**src/design/emi_pkg.sv**
```systemverilog
// ----------------------------------------------------------------------------
// emi_pkg
// Shared types, codes and a helper function of the motion integrator.
// ----------------------------------------------------------------------------
package emi_pkg;

  localparam int STEP_FRAC = 16;
  localparam int DRAG_FRAC = 16;

  localparam logic CMD_ADD_FORCE = 1'b0;
  localparam logic CMD_UPDATE    = 1'b1;

  localparam logic [2:0] REG_FORWARD_SPEED = 3'd0;
  localparam logic [2:0] REG_STATIC_MODE   = 3'd1;
  localparam logic [2:0] REG_MASS          = 3'd2;
  localparam logic [2:0] REG_DRAG          = 3'd3;
  localparam logic [2:0] REG_MAX_SPEED     = 3'd4;
  localparam logic [2:0] REG_SCREEN_WRAP   = 3'd5;

  localparam logic [16:0] DRAG_RESET = 17'd64291;

  typedef logic [4:0] emi_op_t;

  localparam emi_op_t OP_NOP      = 5'd0;
  localparam emi_op_t OP_ACCEPT   = 5'd1;
  localparam emi_op_t OP_THR_M1   = 5'd2;
  localparam emi_op_t OP_THR_W1   = 5'd3;
  localparam emi_op_t OP_THR_M2   = 5'd4;
  localparam emi_op_t OP_THR_W2   = 5'd5;
  localparam emi_op_t OP_DIV_ACC  = 5'd6;
  localparam emi_op_t OP_ACC_W    = 5'd7;
  localparam emi_op_t OP_VEL_M    = 5'd8;
  localparam emi_op_t OP_VEL_W    = 5'd9;
  localparam emi_op_t OP_DRAG_M   = 5'd10;
  localparam emi_op_t OP_DRAG_W   = 5'd11;
  localparam emi_op_t OP_SQ_M     = 5'd12;
  localparam emi_op_t OP_SQ_W     = 5'd13;
  localparam emi_op_t OP_MS_M     = 5'd14;
  localparam emi_op_t OP_SQRT     = 5'd15;
  localparam emi_op_t OP_CL_M     = 5'd16;
  localparam emi_op_t OP_DIV_CL   = 5'd17;
  localparam emi_op_t OP_CL_W     = 5'd18;
  localparam emi_op_t OP_POS_M    = 5'd19;
  localparam emi_op_t OP_POS_W    = 5'd20;
  localparam emi_op_t OP_WRAP     = 5'd21;
  localparam emi_op_t OP_LOAD_OUT = 5'd22;

  typedef struct packed {
    emi_op_t    op;
    logic [1:0] idx;
  } emi_cmd_t;

  typedef struct packed {
    logic static_mode;
    logic thrust_on;
    logic div_busy;
    logic sqrt_busy;
    logic clamp;
    logic out_free;
  } emi_sts_t;

  function automatic logic signed [31:0] sat32(input logic signed [65:0] v);
    logic signed [65:0] hi;
    logic signed [65:0] lo;
    hi = 66'sd2147483647;
    lo = -66'sd2147483648;
    if (v > hi) begin
      return 32'sh7FFFFFFF;
    end else if (v < lo) begin
      return 32'sh80000000;
    end
    return v[31:0];
  endfunction

endpackage

```
**src/design/emi_ctrl.sv**
```systemverilog
// ----------------------------------------------------------------------------
// emi_ctrl
// Sequencer that steps the datapath through one update, component by component.
// ----------------------------------------------------------------------------
module emi_ctrl (
  input  logic              clk,
  input  logic              rst,
  input  logic              req_valid,
  input  logic              req_command,
  output logic              req_ready,
  output emi_pkg::emi_cmd_t cmd,
  input  emi_pkg::emi_sts_t sts
);
  import emi_pkg::*;

  localparam logic [4:0] S_IDLE      = 5'd0;
  localparam logic [4:0] S_THR_M1    = 5'd1;
  localparam logic [4:0] S_THR_W1    = 5'd2;
  localparam logic [4:0] S_THR_M2    = 5'd3;
  localparam logic [4:0] S_THR_W2    = 5'd4;
  localparam logic [4:0] S_DIV_GO    = 5'd5;
  localparam logic [4:0] S_DIV_WAIT  = 5'd6;
  localparam logic [4:0] S_ACC_W     = 5'd7;
  localparam logic [4:0] S_VEL_M     = 5'd8;
  localparam logic [4:0] S_VEL_W     = 5'd9;
  localparam logic [4:0] S_DRAG_M    = 5'd10;
  localparam logic [4:0] S_DRAG_W    = 5'd11;
  localparam logic [4:0] S_SQ_M      = 5'd12;
  localparam logic [4:0] S_SQ_W      = 5'd13;
  localparam logic [4:0] S_MS_M      = 5'd14;
  localparam logic [4:0] S_CMP       = 5'd15;
  localparam logic [4:0] S_SQRT_GO   = 5'd16;
  localparam logic [4:0] S_SQRT_WAIT = 5'd17;
  localparam logic [4:0] S_CL_M      = 5'd18;
  localparam logic [4:0] S_CL_GO     = 5'd19;
  localparam logic [4:0] S_CL_WAIT   = 5'd20;
  localparam logic [4:0] S_CL_W      = 5'd21;
  localparam logic [4:0] S_POS_M     = 5'd22;
  localparam logic [4:0] S_POS_W     = 5'd23;
  localparam logic [4:0] S_WRAP      = 5'd24;
  localparam logic [4:0] S_DONE      = 5'd25;

  logic [4:0] state;
  logic [4:0] state_next;
  logic [1:0] idx;
  logic [1:0] idx_next;
  logic       last;

  assign last      = idx == 2'd2;
  assign req_ready = state == S_IDLE;

  always_comb begin
    state_next = state;
    idx_next   = idx;
    cmd.op     = OP_NOP;
    cmd.idx    = idx;
    unique case (state)
      S_IDLE: begin
        idx_next = 2'd0;
        if (req_valid) begin
          cmd.op = OP_ACCEPT;
          if (req_command == CMD_UPDATE) begin
            if (sts.static_mode) begin
              state_next = S_DONE;
            end else if (sts.thrust_on) begin
              state_next = S_THR_M1;
            end else begin
              state_next = S_DIV_GO;
            end
          end
        end
      end
      S_THR_M1: begin
        cmd.op     = OP_THR_M1;
        state_next = S_THR_W1;
      end
      S_THR_W1: begin
        cmd.op     = OP_THR_W1;
        state_next = S_THR_M2;
      end
      S_THR_M2: begin
        cmd.op     = OP_THR_M2;
        state_next = S_THR_W2;
      end
      S_THR_W2: begin
        cmd.op     = OP_THR_W2;
        state_next = S_DIV_GO;
      end
      S_DIV_GO: begin
        cmd.op     = OP_DIV_ACC;
        state_next = S_DIV_WAIT;
      end
      S_DIV_WAIT: begin
        if (!sts.div_busy) begin
          state_next = S_ACC_W;
        end
      end
      S_ACC_W: begin
        cmd.op     = OP_ACC_W;
        state_next = S_VEL_M;
      end
      S_VEL_M: begin
        cmd.op     = OP_VEL_M;
        state_next = S_VEL_W;
      end
      S_VEL_W: begin
        cmd.op     = OP_VEL_W;
        state_next = S_DRAG_M;
      end
      S_DRAG_M: begin
        cmd.op     = OP_DRAG_M;
        state_next = S_DRAG_W;
      end
      S_DRAG_W: begin
        cmd.op     = OP_DRAG_W;
        state_next = S_SQ_M;
      end
      S_SQ_M: begin
        cmd.op     = OP_SQ_M;
        state_next = S_SQ_W;
      end
      S_SQ_W: begin
        cmd.op = OP_SQ_W;
        if (last) begin
          idx_next   = 2'd0;
          state_next = S_MS_M;
        end else begin
          idx_next   = idx + 2'd1;
          state_next = sts.thrust_on ? S_THR_M1 : S_DIV_GO;
        end
      end
      S_MS_M: begin
        cmd.op     = OP_MS_M;
        state_next = S_CMP;
      end
      S_CMP: begin
        state_next = sts.clamp ? S_SQRT_GO : S_POS_M;
      end
      S_SQRT_GO: begin
        cmd.op     = OP_SQRT;
        state_next = S_SQRT_WAIT;
      end
      S_SQRT_WAIT: begin
        if (!sts.sqrt_busy) begin
          state_next = S_CL_M;
        end
      end
      S_CL_M: begin
        cmd.op     = OP_CL_M;
        state_next = S_CL_GO;
      end
      S_CL_GO: begin
        cmd.op     = OP_DIV_CL;
        state_next = S_CL_WAIT;
      end
      S_CL_WAIT: begin
        if (!sts.div_busy) begin
          state_next = S_CL_W;
        end
      end
      S_CL_W: begin
        cmd.op = OP_CL_W;
        if (last) begin
          idx_next   = 2'd0;
          state_next = S_POS_M;
        end else begin
          idx_next   = idx + 2'd1;
          state_next = S_CL_M;
        end
      end
      S_POS_M: begin
        cmd.op     = OP_POS_M;
        state_next = S_POS_W;
      end
      S_POS_W: begin
        cmd.op = OP_POS_W;
        if (last) begin
          state_next = S_WRAP;
        end else begin
          idx_next   = idx + 2'd1;
          state_next = S_POS_M;
        end
      end
      S_WRAP: begin
        cmd.op     = OP_WRAP;
        state_next = S_DONE;
      end
      S_DONE: begin
        if (sts.out_free) begin
          cmd.op     = OP_LOAD_OUT;
          state_next = S_IDLE;
        end
      end
      default: begin
        state_next = S_IDLE;
      end
    endcase
  end

  always_ff @(posedge clk) begin
    if (rst) begin
      state <= S_IDLE;
      idx   <= 2'd0;
    end else begin
      state <= state_next;
      idx   <= idx_next;
    end
  end

endmodule

```
**config.mk**
```make
export PLATFORM = sky130hd
export DESIGN_NAME = emi_ctrl
export DESIGN_NICKNAME = d
export VERILOG_FILES = /design/src/design/emi_pkg.sv /design/src/design/emi_ctrl.sv
export SDC_FILE = /design/constraint.sdc
export NUM_CORES = 1
export LEC_CHECK = 0
export BUFFER_PORTS_ARGS = -buffer_cell sky130_fd_sc_hd__buf_2
export CORE_MARGIN = 2
export CORE_UTILIZATION = 30
export CTS_CLUSTER_SIZE = 40
export DETAILED_ROUTE_END_ITERATION = 8
export PLACE_DENSITY = 0.54
export SYNTH_ARGS = -nofsm -noshare
export SYNTH_HDL_FRONTEND = slang
export SYNTH_SLANG_ARGS = --single-unit
export TNS_END_PERCENT = 30
```
**constraint.sdc**
```tcl
create_clock -name clk -period 4.5 [get_ports clk]
set_input_delay 0.225 -clock clk [delete_from_list [all_inputs] [get_ports clk]]
set_output_delay 0.225 -clock clk [all_outputs]
set_load 0.02 [all_outputs]
```
==> flow_metrics.tcl <==
set metrics [dict create \
    synth-edff-count 0 \
    port_buffers 17 \
    worst_path_max_delay_cell "dfxtp_1" \
    drtAntennaViolNets 0 \
    synth-seq-cells 7 \
    cts_made_buffers 3 \
    track_usage_pct 16.1 \
    drv_cap 0 \
    cp_max_fo 21 \
    rows 20 \
    leakage_nw 0.402 \
    synth.lib_cells_used.distinct 52 \
    vias_per_cell 5.64 \
    path_cells "nor2b_1 > a22oi_1 > o21ai_0 > buf_2" \
    routed_wl_um 2690 \
    start_util_pct 31.8 \
    syn_inst 135 \
    drtIter0Drc 85 \
    cts_tree "yes" \
    skew_ns 0.00341 \
    finalNonFillerCells 188 \
    cts-resized-gates 0 \
    synth.avg_cell_area_um2 7.26 \
    syn_nets 148 \
    required_ns 4.28 \
    grt_pass1_vias 980 \
    relSlewSlack_pct 42.3 \
    post_cts.repair.setup_buffers 0 \
    async_reset_ff_share_pct 0 \
    clk_pin_slew_ns 0.05 \
    cts_hold_repair.buffers 0 \
    fp.dieW_um 61.1 \
    gp_congestion 0.839 \
    report.final.slew_viol_count 0 \
    insertion_delay_ns 0.25 \
    fmaxAchievable_mhz 426 \
    setup_tns_ns 0 \
    max_stage_delay_ns 0.75 \
    fin_hold_ws_ns 0.257 \
    ios 18 \
    finalWorstSetupSlack_ns 2.15 \
    min_period_over_period_pct 52.2 \
    num-nets-final 158 \
    syn_to_final_growth_pct 10.5 \
    clock_tree.root_cell "clkbuf_4" \
    cts_sinks 7 \
    core_area_um2 3080 \
    drive_above_1_share_pct 21.5 \
    grt_overflow 0 \
    firstDrtPassIters 4 \
    dp_hpwl_um 1940 \
    grt_max_degree 28 \
    hold_class "input pin to flip-flop" \
    vdd_drop_max_v 0.000355 \
    final-setup-viol-count 0 \
    rsz0062_at_grt "false" \
    post-route-min-period_ns 2.35 \
    crit_path_end_kind "primary output" \
    syn_area_um2 980 \
    criticalPathCategory "flip-flop to primary output" \
    final_area_um2 1080 \
    dpl.cell_count 184 \
    tightest_slew_ns 0.864 \
    design.die.area_um2 3740 \
    status "finished clean" \
    arrival_ns 2.12 \
    finalHoldViolations 0 \
    dpl_cell_area_um2 1060 \
    die_h_um 61.1 \
    htree_levels 1 \
    yosysWarnings 0 \
    pre_cts_ws_ns 2.40 \
    route.vias.total 1060 \
    grt_pass1_wl_um 4560 \
    antenna_found_initial 0 \
    powerDensity_nw_per_um2 718 \
    wl_per_cell_um 14.3 \
    start_kind "flip-flop" \
    synth-seq-area-share_pct 14.3 \
    drc 0 \
    cts_buffer_depth 2 \
    ys.flop_type "dfxtp_1" \
    n_antenna_cell 0 \
]
layout by cell type (no fill, tap or decap), drive strengths merged, types with 2 or more instances in the layout:
master / count
o2111ai: 2
ha: 3
a221oi: 3
nor2b: 11
a311oi: 2
nand4: 2
clkbuf: 4
a31oi: 2
or2: 3
buf: 17
a21oi: 7
a211o: 2
o22ai: 2
nand3: 4
and2: 4
nand2: 10
inv: 7
nand2b: 3
a22oi: 2
a211oi: 2
dfxtp: 7
o31ai: 3
nor3: 2
and3: 3
o21ai: 8
nor2: 8
kinds of logic after synthesis:
kind of cell             count (synthesis)  synth area share [%]
AO/OA/AOI/OAI                           50                  40.2
XOR/XNOR                                 2                  1.79
multiplexers                             1                  1.02
buffers and inverters                   19                  9.20
flip-flops                               7                  14.3
AND/OR/NAND/NOR                         53                  29.6
adder cells (fa/ha/maj)                  3                  3.83
sequential cells by signal, indices dropped and copies added (netlist names):
register and count:
idx 2, state 5
worst max-delay path, delay by kind of cell (launching register included):
| kind | cells | cell delay, ns |
|---|---|---|
| AO/OA/AOI/OAI | 2 | 0.37 |
| flip-flops | 1 | 0.75 |
| buffers and inverters | 1 | 0.19 |
| AND/OR/NAND/NOR | 1 | 0.55 |
power breakdown:
part	internal, mW	switching, mW
combinational	0.231	0.288
sequential	0.0842	0.118
clock	0.0338	0.0226
total	0.349	0.428
cells in the mapped netlist, drive strengths merged (3+ instances only):
cell	number	area share, %
o31ai	3	2.3
inv	7	2.7
nor2	8	3.1
o21ai	8	4.1
a221oi	3	3.3
buf	8	5.0
nor2b	11	7.0
and2	4	2.6
nand3	4	2.0
nand2b	3	1.9
ha	3	3.8
nand2	10	3.8
clkbuf	4	1.5
a21oi	7	3.6
and3	3	1.9
or2	3	1.9
dfxtp	7	14
worst paths after layout:
check                              start     end  slack, ns  depth (start not counted)
worst min-delay path                 rst  idx[1]       0.26                          2
worst min register to register    idx[1]  idx[1]       0.59                          2
worst max-delay path            state[3]  cmd[4]       2.15                          4
worst max register to register  state[4]  idx[1]       2.37                          4
cell type report:
type / instances / area (um^2)
Fill cell: 354 / 2000
Multi-Input combinational cell: 109 / 749
Sequential cell: 7 / 140
Timing Repair Buffer: 17 / 85.1
Tap cell: 44 / 55.1
Clock buffer: 4 / 26.3
Inverter: 7 / 26.3
routing by layer:
layer / part of all wire (%) / vias to the layer above / global-route usage (%)
li1: - / 532 / -
met1: 48 / 493 / 21.5
met2: 48 / 35 / 27.2
met3: 4.5 / 0 / 3.78
met4: 0 / 0 / 1.86
met5: 0 / - / 0
through the flow:
| stage | util [%] | power [mW] |
|---|---|---|
| CTS | 35.2 | 0.777 |
| detailed placement | 34.3 | 0.718 |
| global placement | 34.3 | 0.709 |
| finish | 35.2 | 0.777 |
| floorplan | - | 0.606 |
| global route | 35.2 | 0.855 |
(Power assumes the default switching activity.)
